## src/hdl/lcec_pkg.sv

```systemverilog
`default_nettype none
package lcec_pkg;

   // top pixel kinds
   localparam logic [1:0] KIND_NORMAL = 2'd0;
   localparam logic [1:0] KIND_SEMI   = 2'd1;
   localparam logic [1:0] KIND_BITMAP = 2'd2;
   localparam logic [1:0] KIND_3D     = 2'd3;

   // effect selection in effect_control bits 6-7
   localparam logic [1:0] EFFECT_NONE     = 2'd0;
   localparam logic [1:0] EFFECT_BLEND    = 2'd1;
   localparam logic [1:0] EFFECT_BRIGHTEN = 2'd2;
   localparam logic [1:0] EFFECT_DARKEN   = 2'd3;

   // register indexes
   localparam logic [1:0] CSR_EFFECT_CONTROL      = 2'd0;
   localparam logic [1:0] CSR_BLEND_WEIGHT_TOP    = 2'd1;
   localparam logic [1:0] CSR_BLEND_WEIGHT_SECOND = 2'd2;
   localparam logic [1:0] CSR_FADE_WEIGHT         = 2'd3;

   // what to do with the shifted sum in the last stage
   localparam logic [1:0] POST_SAT = 2'd0;
   localparam logic [1:0] POST_ADD = 2'd1;
   localparam logic [1:0] POST_SUB = 2'd2;

   localparam logic [5:0] CHAN_MAX    = 6'h3F;
   localparam logic [4:0] WEIGHT_FULL = 5'd16;
   localparam logic [5:0] WEIGHT_3D   = 6'd32;
   localparam logic [4:0] ALPHA_3D_OPAQUE = 5'h1F;
   localparam logic [4:0] BIAS_ROUND  = 5'd8;
   localparam logic [4:0] BIAS_DARKEN = 5'd7;
   localparam logic [4:0] BIAS_3D     = 5'd16;

   typedef logic [5:0] chan_type;

   typedef struct packed {
      logic [15:0] effect_control;
      logic [4:0]  blend_weight_top;
      logic [4:0]  blend_weight_second;
      logic [4:0]  fade_weight;
   } cfg_type;

   typedef struct packed {
      logic [31:0] top_colour;
      logic [23:0] second_colour;
      logic [5:0]  top_layer_bit;
      logic [5:0]  second_layer_bit;
      logic [1:0]  top_class;
      logic [4:0]  sprite_alpha;
      logic        effects_enabled;
   } pixel_type;

   typedef struct packed {
      chan_type a;
      chan_type b;
      chan_type c;
   } lane_op_type;

   typedef struct packed {
      lane_op_type [2:0] lane;
      chan_type          wa;
      chan_type          wb;
      logic [4:0]        bias;
      logic              shift5;
      logic [1:0]        post;
      logic              pass;
      logic [23:0]       colour;
   } dec_type;

   typedef struct packed {
      logic [11:0] pa;
      logic [11:0] pb;
      chan_type    c;
   } lane_prod_type;

   typedef struct packed {
      lane_prod_type [2:0] lane;
      logic [4:0]          bias;
      logic                shift5;
      logic [1:0]          post;
      logic                pass;
      logic [23:0]         colour;
   } prod_type;

endpackage
`default_nettype wire

```

## src/hdl/lcec_if.sv

```systemverilog
`default_nettype none
interface lcec_req_if;
   logic        valid;
   logic        ready;
   logic [31:0] top_colour;
   logic [23:0] second_colour;
   logic [5:0]  top_layer_bit;
   logic [5:0]  second_layer_bit;
   logic [1:0]  top_class;
   logic [4:0]  sprite_alpha;
   logic        effects_enabled;

   modport source (
      output valid, top_colour, second_colour, top_layer_bit, second_layer_bit,
             top_class, sprite_alpha, effects_enabled,
      input  ready
   );
   modport sink (
      input  valid, top_colour, second_colour, top_layer_bit, second_layer_bit,
             top_class, sprite_alpha, effects_enabled,
      output ready
   );
endinterface

interface lcec_rsp_if;
   logic        valid;
   logic        ready;
   logic [23:0] result_colour;

   modport source (output valid, result_colour, input ready);
   modport sink (input valid, result_colour, output ready);
endinterface
`default_nettype wire

```

## src/hdl/layer_colour_effect_compositor.sv

```systemverilog
`default_nettype none
// Channel   Kind            Direction  Contents
// req_bus   valid/ready     in         top and second colours, layer bits, kind, alpha, window
// rsp_bus   valid/ready     out        result_colour, 6-bit R/G/B in a 24-bit word
// csr_*     write only      in         effect control, two blend weights, fade weight
//
// Three register stages: decode, multiply, resolve. One pixel a cycle sustained while
// rsp_bus is ready; each accepted req beat passes through all three register stages
// on its way to its rsp beat, and the ready chain lets every stage advance together.
// Reset clears the valid bits and all four registers to zero.
// Each stage holds its beat while the one after it is full and stalled, so a bubble
// anywhere lets req_bus take another pixel while a finished rsp beat waits.
module layer_colour_effect_compositor (
   input  wire logic        clock,
   input  wire logic        reset,
   lcec_req_if.sink         req_bus,
   lcec_rsp_if.source       rsp_bus,
   input  wire logic        csr_write_enable,
   input  wire logic [1:0]  csr_index,
   input  wire logic [15:0] csr_write_data
);
   import lcec_pkg::*;

   cfg_type   cfg_ff;
   pixel_type pixel;
   logic      dec_valid;
   logic      dec_ready;
   dec_type   dec_data;
   logic      mul_valid;
   logic      mul_ready;
   prod_type  mul_data;

   // register file: the user must write it only while the pipeline is empty; not enforced here
   always_ff @(posedge clock) begin
      if (reset) begin
         cfg_ff <= '0;
      end else if (csr_write_enable) begin
         case (csr_index)
            CSR_EFFECT_CONTROL:      cfg_ff.effect_control      <= csr_write_data;
            CSR_BLEND_WEIGHT_TOP:    cfg_ff.blend_weight_top    <= csr_write_data[4:0];
            CSR_BLEND_WEIGHT_SECOND: cfg_ff.blend_weight_second <= csr_write_data[4:0];
            CSR_FADE_WEIGHT:         cfg_ff.fade_weight         <= csr_write_data[4:0];
            default: begin
            end
         endcase
      end
   end

   // gather the req beat into one word
   assign pixel.top_colour       = req_bus.top_colour;
   assign pixel.second_colour    = req_bus.second_colour;
   assign pixel.top_layer_bit    = req_bus.top_layer_bit;
   assign pixel.second_layer_bit = req_bus.second_layer_bit;
   assign pixel.top_class        = req_bus.top_class;
   assign pixel.sprite_alpha     = req_bus.sprite_alpha;
   assign pixel.effects_enabled  = req_bus.effects_enabled;

   // decide the path and pick operands, weights and rounding bias
   lcec_decode u_decode (
      .clock     (clock),
      .reset     (reset),
      .cfg       (cfg_ff),
      .in_valid  (req_bus.valid),
      .in_ready  (req_bus.ready),
      .in_data   (pixel),
      .out_valid (dec_valid),
      .out_ready (dec_ready),
      .out_data  (dec_data)
   );

   // form both weighted products for each channel
   lcec_mul u_mul (
      .clock     (clock),
      .reset     (reset),
      .in_valid  (dec_valid),
      .in_ready  (dec_ready),
      .in_data   (dec_data),
      .out_valid (mul_valid),
      .out_ready (mul_ready),
      .out_data  (mul_data)
   );

   // round, shift, add or subtract, saturate and drop in the passthrough colour where needed
   lcec_resolve u_resolve (
      .clock      (clock),
      .reset      (reset),
      .in_valid   (mul_valid),
      .in_ready   (mul_ready),
      .in_data    (mul_data),
      .out_valid  (rsp_bus.valid),
      .out_ready  (rsp_bus.ready),
      .out_colour (rsp_bus.result_colour)
   );
endmodule
`default_nettype wire

```

## src/hdl/lcec_decode.sv

```systemverilog
`default_nettype none
module lcec_decode (
   input  wire logic               clock,
   input  wire logic               reset,
   input  wire lcec_pkg::cfg_type   cfg,
   input  wire logic               in_valid,
   output logic                    in_ready,
   input  wire lcec_pkg::pixel_type in_data,
   output logic                    out_valid,
   input  wire logic               out_ready,
   output lcec_pkg::dec_type        out_data
);
   import lcec_pkg::*;

   logic     valid_ff;
   dec_type  data_ff;
   dec_type  data_in;
   logic     second_target;
   logic     first_target;
   logic     brighten;
   logic [4:0] fade_clamped;
   logic [4:0] sprite_clamped;
   logic [4:0] alpha_3d;
   chan_type   weight_3d;
   chan_type   top_chan;
   chan_type   sec_chan;

   assign second_target = |(cfg.effect_control[13:8] & in_data.second_layer_bit);
   assign first_target  = |(cfg.effect_control[5:0] & in_data.top_layer_bit);
   assign fade_clamped   = (cfg.fade_weight > WEIGHT_FULL) ? WEIGHT_FULL : cfg.fade_weight;
   assign sprite_clamped = (in_data.sprite_alpha > WEIGHT_FULL) ? WEIGHT_FULL
                                                                : in_data.sprite_alpha;
   assign alpha_3d  = in_data.top_colour[28:24];
   assign weight_3d = {1'b0, alpha_3d} + 6'd1;

   always_comb begin
      data_in        = '0;
      data_in.pass   = 1'b1;
      data_in.bias   = BIAS_ROUND;
      data_in.post   = POST_SAT;
      data_in.colour = in_data.top_colour[23:0];
      brighten       = 1'b0;
      if (((in_data.top_class == KIND_SEMI) || (in_data.top_class == KIND_BITMAP))
          && second_target) begin
         data_in.pass = 1'b0;
         if (in_data.top_class == KIND_BITMAP) begin
            data_in.wa = {1'b0, sprite_clamped};
            data_in.wb = {1'b0, WEIGHT_FULL - sprite_clamped};
         end else begin
            data_in.wa = {1'b0, cfg.blend_weight_top};
            data_in.wb = {1'b0, cfg.blend_weight_second};
         end
      end else if ((in_data.top_class == KIND_3D) && second_target) begin
         // an opaque 3D pixel passes straight through
         if (alpha_3d != ALPHA_3D_OPAQUE) begin
            data_in.pass   = 1'b0;
            data_in.wa     = weight_3d;
            data_in.wb     = WEIGHT_3D - weight_3d;
            data_in.bias   = BIAS_3D;
            data_in.shift5 = 1'b1;
         end
      end else if (first_target && in_data.effects_enabled) begin
         case (cfg.effect_control[7:6])
            EFFECT_BLEND: begin
               if (second_target) begin
                  data_in.pass = 1'b0;
                  data_in.wa   = {1'b0, cfg.blend_weight_top};
                  data_in.wb   = {1'b0, cfg.blend_weight_second};
               end
            end
            EFFECT_BRIGHTEN: begin
               data_in.pass = 1'b0;
               data_in.wa   = {1'b0, fade_clamped};
               data_in.post = POST_ADD;
               brighten     = 1'b1;
            end
            EFFECT_DARKEN: begin
               data_in.pass = 1'b0;
               data_in.wa   = {1'b0, fade_clamped};
               data_in.bias = BIAS_DARKEN;
               data_in.post = POST_SUB;
            end
            default: begin
            end
         endcase
      end
      for (int k = 0; k < 3; k++) begin
         top_chan = in_data.top_colour[8*k +: 6];
         sec_chan = in_data.second_colour[8*k +: 6];
         data_in.lane[k].a = brighten ? (CHAN_MAX - top_chan) : top_chan;
         data_in.lane[k].b = sec_chan;
         data_in.lane[k].c = top_chan;
      end
   end

   assign in_ready  = !valid_ff || out_ready;
   assign out_valid = valid_ff;
   assign out_data  = data_ff;

   always_ff @(posedge clock) begin
      if (reset) begin
         valid_ff <= 1'b0;
      end else if (in_ready) begin
         valid_ff <= in_valid;
      end
   end

   always_ff @(posedge clock) begin
      if (in_ready && in_valid) begin
         data_ff <= data_in;
      end
   end
endmodule
`default_nettype wire

```

## src/hdl/lcec_mul.sv

```systemverilog
`default_nettype none
module lcec_mul (
   input  wire logic             clock,
   input  wire logic             reset,
   input  wire logic             in_valid,
   output logic                  in_ready,
   input  wire lcec_pkg::dec_type  in_data,
   output logic                  out_valid,
   input  wire logic             out_ready,
   output lcec_pkg::prod_type     out_data
);
   import lcec_pkg::*;

   logic     valid_ff;
   prod_type data_ff;
   prod_type data_in;

   always_comb begin
      data_in.bias   = in_data.bias;
      data_in.shift5 = in_data.shift5;
      data_in.post   = in_data.post;
      data_in.pass   = in_data.pass;
      data_in.colour = in_data.colour;
      for (int k = 0; k < 3; k++) begin
         data_in.lane[k].pa = {6'd0, in_data.lane[k].a} * {6'd0, in_data.wa};
         data_in.lane[k].pb = {6'd0, in_data.lane[k].b} * {6'd0, in_data.wb};
         data_in.lane[k].c  = in_data.lane[k].c;
      end
   end

   assign in_ready  = !valid_ff || out_ready;
   assign out_valid = valid_ff;
   assign out_data  = data_ff;

   always_ff @(posedge clock) begin
      if (reset) begin
         valid_ff <= 1'b0;
      end else if (in_ready) begin
         valid_ff <= in_valid;
      end
   end

   always_ff @(posedge clock) begin
      if (in_ready && in_valid) begin
         data_ff <= data_in;
      end
   end
endmodule
`default_nettype wire

```

## src/hdl/lcec_resolve.sv

```systemverilog
`default_nettype none
module lcec_resolve (
   input  wire logic              clock,
   input  wire logic              reset,
   input  wire logic              in_valid,
   output logic                   in_ready,
   input  wire lcec_pkg::prod_type  in_data,
   output logic                   out_valid,
   input  wire logic              out_ready,
   output logic [23:0]            out_colour
);
   import lcec_pkg::*;

   logic        valid_ff;
   logic [23:0] colour_ff;
   logic [23:0] colour_in;
   logic [12:0] sum;
   logic [8:0]  scaled;
   logic [9:0]  raised;
   chan_type    lane_out;

   always_comb begin
      colour_in = '0;
      for (int k = 0; k < 3; k++) begin
         sum = {1'b0, in_data.lane[k].pa} + {1'b0, in_data.lane[k].pb}
               + {8'd0, in_data.bias};
         scaled = in_data.shift5 ? {1'b0, sum[12:5]} : sum[12:4];
         raised = {1'b0, scaled} + {4'd0, in_data.lane[k].c};
         case (in_data.post)
            POST_ADD: lane_out = (raised > {4'd0, CHAN_MAX}) ? CHAN_MAX : raised[5:0];
            POST_SUB: lane_out = (scaled > {3'd0, in_data.lane[k].c}) ? 6'd0
                                 : in_data.lane[k].c - scaled[5:0];
            default:  lane_out = (scaled > {3'd0, CHAN_MAX}) ? CHAN_MAX : scaled[5:0];
         endcase
         colour_in[8*k +: 8] = {2'b00, lane_out};
      end
      if (in_data.pass) begin
         colour_in = in_data.colour;
      end
   end

   assign in_ready   = !valid_ff || out_ready;
   assign out_valid  = valid_ff;
   assign out_colour = colour_ff;

   always_ff @(posedge clock) begin
      if (reset) begin
         valid_ff <= 1'b0;
      end else if (in_ready) begin
         valid_ff <= in_valid;
      end
   end

   always_ff @(posedge clock) begin
      if (in_ready && in_valid) begin
         colour_ff <= colour_in;
      end
   end
endmodule
`default_nettype wire

```

## src/flat_wrapper.sv

```systemverilog
// flat-port wrapper written by rule: the top's interface ports become plain ports
module layer_colour_effect_compositor_flat import lcec_pkg::*;
  (clock, reset, csr_write_enable, csr_index, csr_write_data, req_bus_valid, req_bus_top_colour, req_bus_second_colour, req_bus_top_layer_bit, req_bus_second_layer_bit, req_bus_top_class, req_bus_sprite_alpha, req_bus_effects_enabled, req_bus_ready, rsp_bus_valid, rsp_bus_result_colour, rsp_bus_ready);
  lcec_req_if req_bus_i ();
  lcec_rsp_if rsp_bus_i ();
  input  wire logic clock;
  input  wire logic reset;
  input  wire logic csr_write_enable;
  input  wire logic [1:0] csr_index;
  input  wire logic [15:0] csr_write_data;
  input wire logic [$bits(req_bus_i.valid)-1:0] req_bus_valid;
  input wire logic [$bits(req_bus_i.top_colour)-1:0] req_bus_top_colour;
  input wire logic [$bits(req_bus_i.second_colour)-1:0] req_bus_second_colour;
  input wire logic [$bits(req_bus_i.top_layer_bit)-1:0] req_bus_top_layer_bit;
  input wire logic [$bits(req_bus_i.second_layer_bit)-1:0] req_bus_second_layer_bit;
  input wire logic [$bits(req_bus_i.top_class)-1:0] req_bus_top_class;
  input wire logic [$bits(req_bus_i.sprite_alpha)-1:0] req_bus_sprite_alpha;
  input wire logic [$bits(req_bus_i.effects_enabled)-1:0] req_bus_effects_enabled;
  output wire logic [$bits(req_bus_i.ready)-1:0] req_bus_ready;
  output wire logic [$bits(rsp_bus_i.valid)-1:0] rsp_bus_valid;
  output wire logic [$bits(rsp_bus_i.result_colour)-1:0] rsp_bus_result_colour;
  input wire logic [$bits(rsp_bus_i.ready)-1:0] rsp_bus_ready;
  assign req_bus_i.valid = req_bus_valid;
  assign req_bus_i.top_colour = req_bus_top_colour;
  assign req_bus_i.second_colour = req_bus_second_colour;
  assign req_bus_i.top_layer_bit = req_bus_top_layer_bit;
  assign req_bus_i.second_layer_bit = req_bus_second_layer_bit;
  assign req_bus_i.top_class = req_bus_top_class;
  assign req_bus_i.sprite_alpha = req_bus_sprite_alpha;
  assign req_bus_i.effects_enabled = req_bus_effects_enabled;
  assign req_bus_ready = req_bus_i.ready;
  assign rsp_bus_valid = rsp_bus_i.valid;
  assign rsp_bus_result_colour = rsp_bus_i.result_colour;
  assign rsp_bus_i.ready = rsp_bus_ready;
  layer_colour_effect_compositor u_core (.clock(clock), .reset(reset), .req_bus(req_bus_i), .rsp_bus(rsp_bus_i), .csr_write_enable(csr_write_enable), .csr_index(csr_index), .csr_write_data(csr_write_data));
endmodule
```

## config.mk

```make
export PLATFORM = sky130hd
export DESIGN_NAME = layer_colour_effect_compositor_flat
export DESIGN_NICKNAME = d
export VERILOG_FILES = /design/src/hdl/lcec_pkg.sv /design/src/hdl/lcec_if.sv /design/src/hdl/layer_colour_effect_compositor.sv /design/src/hdl/lcec_decode.sv /design/src/hdl/lcec_mul.sv /design/src/hdl/lcec_resolve.sv /design/src/flat_wrapper.sv
export SDC_FILE = /design/constraint.sdc
export NUM_CORES = 1
export LEC_CHECK = 0
export ABC_AREA = 1
export BUFFER_PORTS_ARGS = -buffer_cell sky130_fd_sc_hd__buf_2
export CAP_MARGIN = 25
export CORE_MARGIN = 10
export CORE_UTILIZATION = 57
export DETAILED_ROUTE_END_ITERATION = 6
export PLACE_DENSITY = 0.79
export SLEW_MARGIN = 20
export SYNTH_ARGS = -nofsm -noshare
export SYNTH_HDL_FRONTEND = slang
export SYNTH_SLANG_ARGS = --single-unit
```

## constraint.sdc

```tcl
create_clock -name clock -period 4.7 [get_ports clock]
set_input_delay 0.94 -clock clock [delete_from_list [all_inputs] [get_ports clock]]
set_output_delay 0.94 -clock clock [all_outputs]
set_load 0.005 [all_outputs]
```

==> impl_metrics.ini, run 1 <==
[worst_setup_path]
reg2regPathDepth = 24
critPathKind = reg2reg
arrival_ps = 4750
setup.worst_path.end_class = flip-flop
worstSetupStartpointType = flip-flop
worstReg2RegStart = u_core.u_mul.out_data[31]
crit_fanout = 6
worstSetupStartpoint = u_core.u_mul.out_data[31]
rrSetupSlack_ps = 230
cp_data_required_time_ps = 4980

[routing]
drt_wl_total_microns = 46000
first_pass_iters = 5
vias = 15646
drtAntennaViolNets = 0
vias_per_cell = 5.35
wl_per_cell_microns = 15.7
drc_errors = 0
drtIter0Drc = 854

[run]
maxCapViolations = 0

[sta]
maxSlewViolCount = 0
relSlewSlack_pct = 42.2
tns_ps = 0
whs_ps = 417
fin_crit_ps = 4470
fmax_ghz = 0.223
setup_violations = 0
finalCritPeriodShare_pct = 95.2
worst_pin_slew_ps = 868
worst_slack_ps = 226
fin_skew_ps = 9.78
hold_viol = 0

[grt]
grt_pass1_wl_microns = 75600
grtUsageTotal_pct = 21.7
grt_max_degree = 52
grt_pass1_vias = 16283
antenna_found_initial = 0
grt.overflow.total = 0

[place]
io_buffers = 113
dp_cells = 2874
dp_slack_ps = 70.0
hpwl_microns = 36300
place_congestion = 0.936
place_area_sq_um = 21200

[finish]
fillCellCount = 2859
area_growth_pct = 11.7
final_cells = 2924
drive_gt1_share_pct = 10.6
fin_area_sq_um = 22200
fin_util_pct = 64.4
antennaDiodeCount = 0
final_nets = 2910

[clock_network]
cts_buffers = 27
clock_sinks = 236
clkTransAtPathRegs_ps = 60
cts_tree = done
cts.root.buffer_cell = clkbuf_16
clk_latency_ps = 550
htreeDepth = 1
clk_path_buf_depth = 3

[yosys]
netlist_area_sq_um = 19900
synth_top_area_share_pct = 30.7
synth.distinct_cells = 49
ys_seq_elements = 236
yosysTopAreaCell = edfxtp_1
yosys_warnings = 0
seq_area_frac_synth_pct = 34.0
syn_area_per_cell_sq_um = 8.63
synth_commonest_cells = nand2_1, inv_1, ha_1
async_flop_share_pct = 0
synth_area_leaders = edfxtp_1, ha_1, fa_1, nand2_1, inv_1
netlist_instances = 2310
syn_nets = 2770
synth_edf_count = 204
synth.most_common_cell = nand2_1
synth_ff_type = edfxtp_1

[power]
leakagePower_nw = 11.7
p_sw_share_pct = 40.1
pwr-share-comb_pct = 46.9
power_density_nw_per_um2 = 394
clkPwrFrac_pct = 23.3
p_sw_mw = 3.52
pwr-share-seq_pct = 29.8
power.total_mw = 8.77
irDropWorstVdd_mv = 0.328
intPower_mw = 5.25

[die]
start_util_pct = 57.7
coreArea_sq_um = 34500
fp.dieW_microns = 207
dieArea_sq_um = 42800
pin_count = 125
die_h_microns = 207
num_rows = 68

[min_path]
whs_path_depth = 0
worstHoldPathType = reg2reg
min_from = u_core.u_decode.out_data[31]

[run_status]
status = finished clean
==> worst max-delay path: stages (launching register included) <==
cell and delay [ps]:
edfxtp_1 490, inv_1 110, fa_1 540, inv_1 40, ha_1 330, nand2_1 100, buf_4 140, nor2_1 150
a21oi_1 110, xnor2_1 310, nand2_1 80, o21a_1 170, inv_2 130, fa_2 240, a21oi_2 70, o21bai_1 170
nand2_1 90, a21oi_2 180, nand2_1 110, nand3_4 140, nand4_1 100, nand2_1 80, nand3_1 90, nand3_1 90
nand2_1 110
==> metal layers <==
metal	up-vias	share of wire, %	global-route usage (%)
met4	0	3.1	8.18
met3	96	5.8	2.95
met2	485	52	40.3
li1	7645	-	-
met5	-	0	0
met1	7420	39	24.7
==> layout by cell type, fill, tap and decap left out, drive strengths merged, types with 2 or more instances in the layout <==
cell,count
a211oi,9
a21boi,2
a21o,7
a21oi,140
a22o,5
a31oi,7
a32oi,2
and2,3
buf,159
bufinv,2
clkbuf,31
clkinv,10
clkinvlp,4
dfxtp,32
edfxtp,204
fa,120
ha,241
inv,476
nand2,595
nand3,91
nand3b,3
nand4,43
nor2,102
nor3,10
o211ai,2
o21a,7
o21ai,55
o21bai,5
o221ai,4
or2,5
xnor2,13
xor2,72
==> cell families after synthesis <==
| family | Yosys count | share of synthesized area, % |
|---|---|---|
| adders and majority gates | 361 | 27.2 |
| DFF | 236 | 34.0 |
| AOI/OAI and AO/OA | 252 | 7.17 |
| and+or+nand+nor | 853 | 17.7 |
| xor gates and xnor gates | 85 | 4.08 |
| buffers and inverters | 523 | 9.94 |
==> final timing paths <==
| kind | endpoint |
|---|---|
| max | u_core.u_resolve.out_colour[21] |
| min reg2reg | u_core.u_mul.out_data[31] |
| max reg2reg | u_core.u_resolve.out_colour[21] |
| min | u_core.u_mul.out_data[31] |
==> power by group through the flow <==
stage / registers, mW / clock network [mW] / logic [mW]
3_5_place_dp: 2.66 / 0 / 3.86
5_1_grt: 2.63 / 2.16 / 4.67
6_report: 2.61 / 2.05 / 4.12
2_1_floorplan: 2.59 / 0 / 2.83
4_1_cts: 2.61 / 2.08 / 3.89
3_3_place_gp: 2.65 / 0 / 3.74
==> registers in the layout, indices dropped and copies added, names as in the netlist <==
name	flops
u_core.u_mul.out_valid	1
u_core.u_decode.out_valid	1
u_core.u_mul.out_data	102
u_core.u_resolve.out_valid	1
u_core.u_resolve.out_colour	24
u_core.cfg_ff	29
u_core.u_decode.out_data	78
==> timing repair <==
action	CTS	global route
gates resized for setup	0	42
setup buffers	0	2
endpoints found under the setup margin	0	18
hold buffers	0	0
==> area by class of cell <==
cell class,count,area [sq um],share of cell area (%)
clock buffer,31,691,3.10
multi-input combinational,1551,11400,51.0
inverter,475,1790,8.03
tap,455,569,2.56
sequential,236,6770,30.4
timing repair buffer,159,911,4.09
clock inverter,17,168,0.754
(Power assumes the default switching activity.)
==> inputs of run 2 (changes only) <==
--- a/config.mk
+++ b/config.mk
@@ -8,6 +8,7 @@
 export ABC_AREA = 1
 export BUFFER_PORTS_ARGS = -buffer_cell sky130_fd_sc_hd__buf_2
 export CAP_MARGIN = 25
+export CORE_ASPECT_RATIO = 1.5
 export CORE_MARGIN = 10
 export CORE_UTILIZATION = 57
 export DETAILED_ROUTE_END_ITERATION = 6
==> run 2 against run 1 <==
  * Worst setup slack improved by 36 ps
  * Maximum frequency increased by 0.80%
  * Die area increased by 0.36%
  * Register-to-register slack improved by 40 ps
  * Non-clock buffer count increased by 19
  * Final area about the same
  * Final cell count increased by 0.99%
  * Largest cell class unchanged
==> impl_metrics.ini, run 2 (synthesis results as in run 1) <==
[grt]
grt_pass1_vias = 16083
antenna_found_initial = 0
grt_max_degree = 62
grt.overflow.total = 0
grt_pass1_wl_microns = 76500
grtUsageTotal_pct = 21.3

[clock_network]
cts.root.buffer_cell = clkbuf_16
cts_buffers = 25
clkTransAtPathRegs_ps = 70
clock_sinks = 236
cts_tree = done
hold_buffers = 0
htreeDepth = 1
clk_latency_ps = 570
clk_path_buf_depth = 3

[routing]
vias_per_cell = 5.29
drt_wl_total_microns = 46400
vias = 15630
drtAntennaViolNets = 0
first_pass_iters = 6
drc_errors = 0
drtIter0Drc = 861
wl_per_cell_microns = 15.7

[die]
start_util_pct = 58.0
pin_count = 125
die_h_microns = 249
num_rows = 83
coreArea_sq_um = 34400
fp.dieW_microns = 173
dieArea_sq_um = 43000

[finish]
area_growth_pct = 11.6
final_common_cell = nand2_1
largest_reg_flops = 102
final_cell_mix = nand2_1, inv_1, ha_1, edfxtp_1, a21oi_1
final_cells = 2953
final_nets = 2927
antennaDiodeCount = 0
drive_gt1_share_pct = 10.5

[min_path]
min_from = u_core.u_decode.out_data[64]
worstHoldPathType = reg2reg
whs_path_depth = 0
holdPathEnd = u_core.u_mul.out_data[64]

[sta]
setup_violations = 0
fmax_ghz = 0.225
relSlewSlack_pct = 49.3
fin_crit_ps = 4440
fin_skew_ps = 25.8
hold_viol = 0
finalCritPeriodShare_pct = 94.4
worst_slack_ps = 261
maxSlewViolCount = 0
worst_pin_slew_ps = 761

[place]
place_congestion = 0.923
dp_slack_ps = 149
io_buffers = 113
hpwl_microns = 36600
dp_cells = 2893

[worst_setup_path]
slowest_delay_ps = 540
crit_fanout = 6
cp_data_required_time_ps = 5020
crit_path_frequent_cell = nand2_1
setup.worst_path.end_class = flip-flop
rrSetupSlack_ps = 260
reg2regPathDepth = 27
critPathTopFamily = adder cells
worstPathBufferInverterCount = 5
slowest_stage = fa_1
critPathKind = reg2reg
worstSetupStartpointType = flip-flop
arrival_ps = 4760
r2r-end = u_core.u_resolve.out_colour[18]
worstReg2RegStart = u_core.u_mul.out_data[32]

[power]
irDropWorstVdd_mv = 0.329
leakagePower_nw = 11.8
power_density_nw_per_um2 = 390

[run]
maxCapViolations = 0

[run_status]
status = finished clean
run 2: changes by cell type in the layout (fill, tap and decap cells not counted), sizes merged:
cell      previous run  this run
bufinv               2         1
buf                159       178
clkinv              10        13
clkinvlp             4         5
clkbuf              31        26
run 2: final cells by class:
type | instances | area (sq um)
Timing Repair Buffer | 178 | 1070
Clock inverter | 20 | 183
Multi-Input combinational cell | 1551 | 11200
Tap cell | 467 | 584
Sequential cell | 236 | 6770
Fill cell | 2808 | 12100
Inverter | 475 | 1790
Clock buffer | 26 | 629
run 2: metal layers:
layer	share of wire, %	vias up	track usage [%]
li1	-	7662	-
met1	38	7441	23.4
met2	54	445	40.2
met3	5.0	82	2.70
met4	2.9	0	8.50
met5	0	-	0
run 2: power by group:
part           total [mW]  internal (mW)  switching [mW]
sequential           2.61           2.49           0.119
combinational        4.11           1.62            2.49
clock                1.97           1.06           0.908
total                8.68           5.17            3.52
run 2: metrics by stage:
step	util [%]	TNS [ps]	hold slack, ps	area [sq um]	power [mW]
finish	64.7	0	412	22200	8.68
global placement	61.9	0	401	21300	6.47
global route	64.7	-160	425	22200	9.35
detailed placement	61.9	0	405	21300	6.60
floorplan	-	0	400	19900	5.42
CTS	64.3	0	421	22100	8.61
run 2: worst max path at each step:
stage | startpoint | endpoint | slack (ps) | cells after the start
after floorplan | u_core.u_mul.out_data[32] | u_core.u_resolve.out_colour[16] | 60 | 28
after global placement | u_core.u_mul.out_data[31] | u_core.u_resolve.out_colour[21] | 260 | 25
after detailed placement | u_core.u_mul.out_data[31] | u_core.u_resolve.out_colour[20] | 150 | 25
after CTS | u_core.u_mul.out_data[32] | u_core.u_resolve.out_colour[4] | 120 | 23
after global routing | u_core.u_mul.out_data[32] | u_core.u_resolve.out_colour[12] | -30 | 26
final | u_core.u_mul.out_data[32] | u_core.u_resolve.out_colour[18] | 260 | 27
run 2: timing repair:
action / 4_1_cts / 5_1_grt
resized for setup: 0 / 22
buffers inserted: 0 / 14
endpoints found under the setup margin: 0 / 20
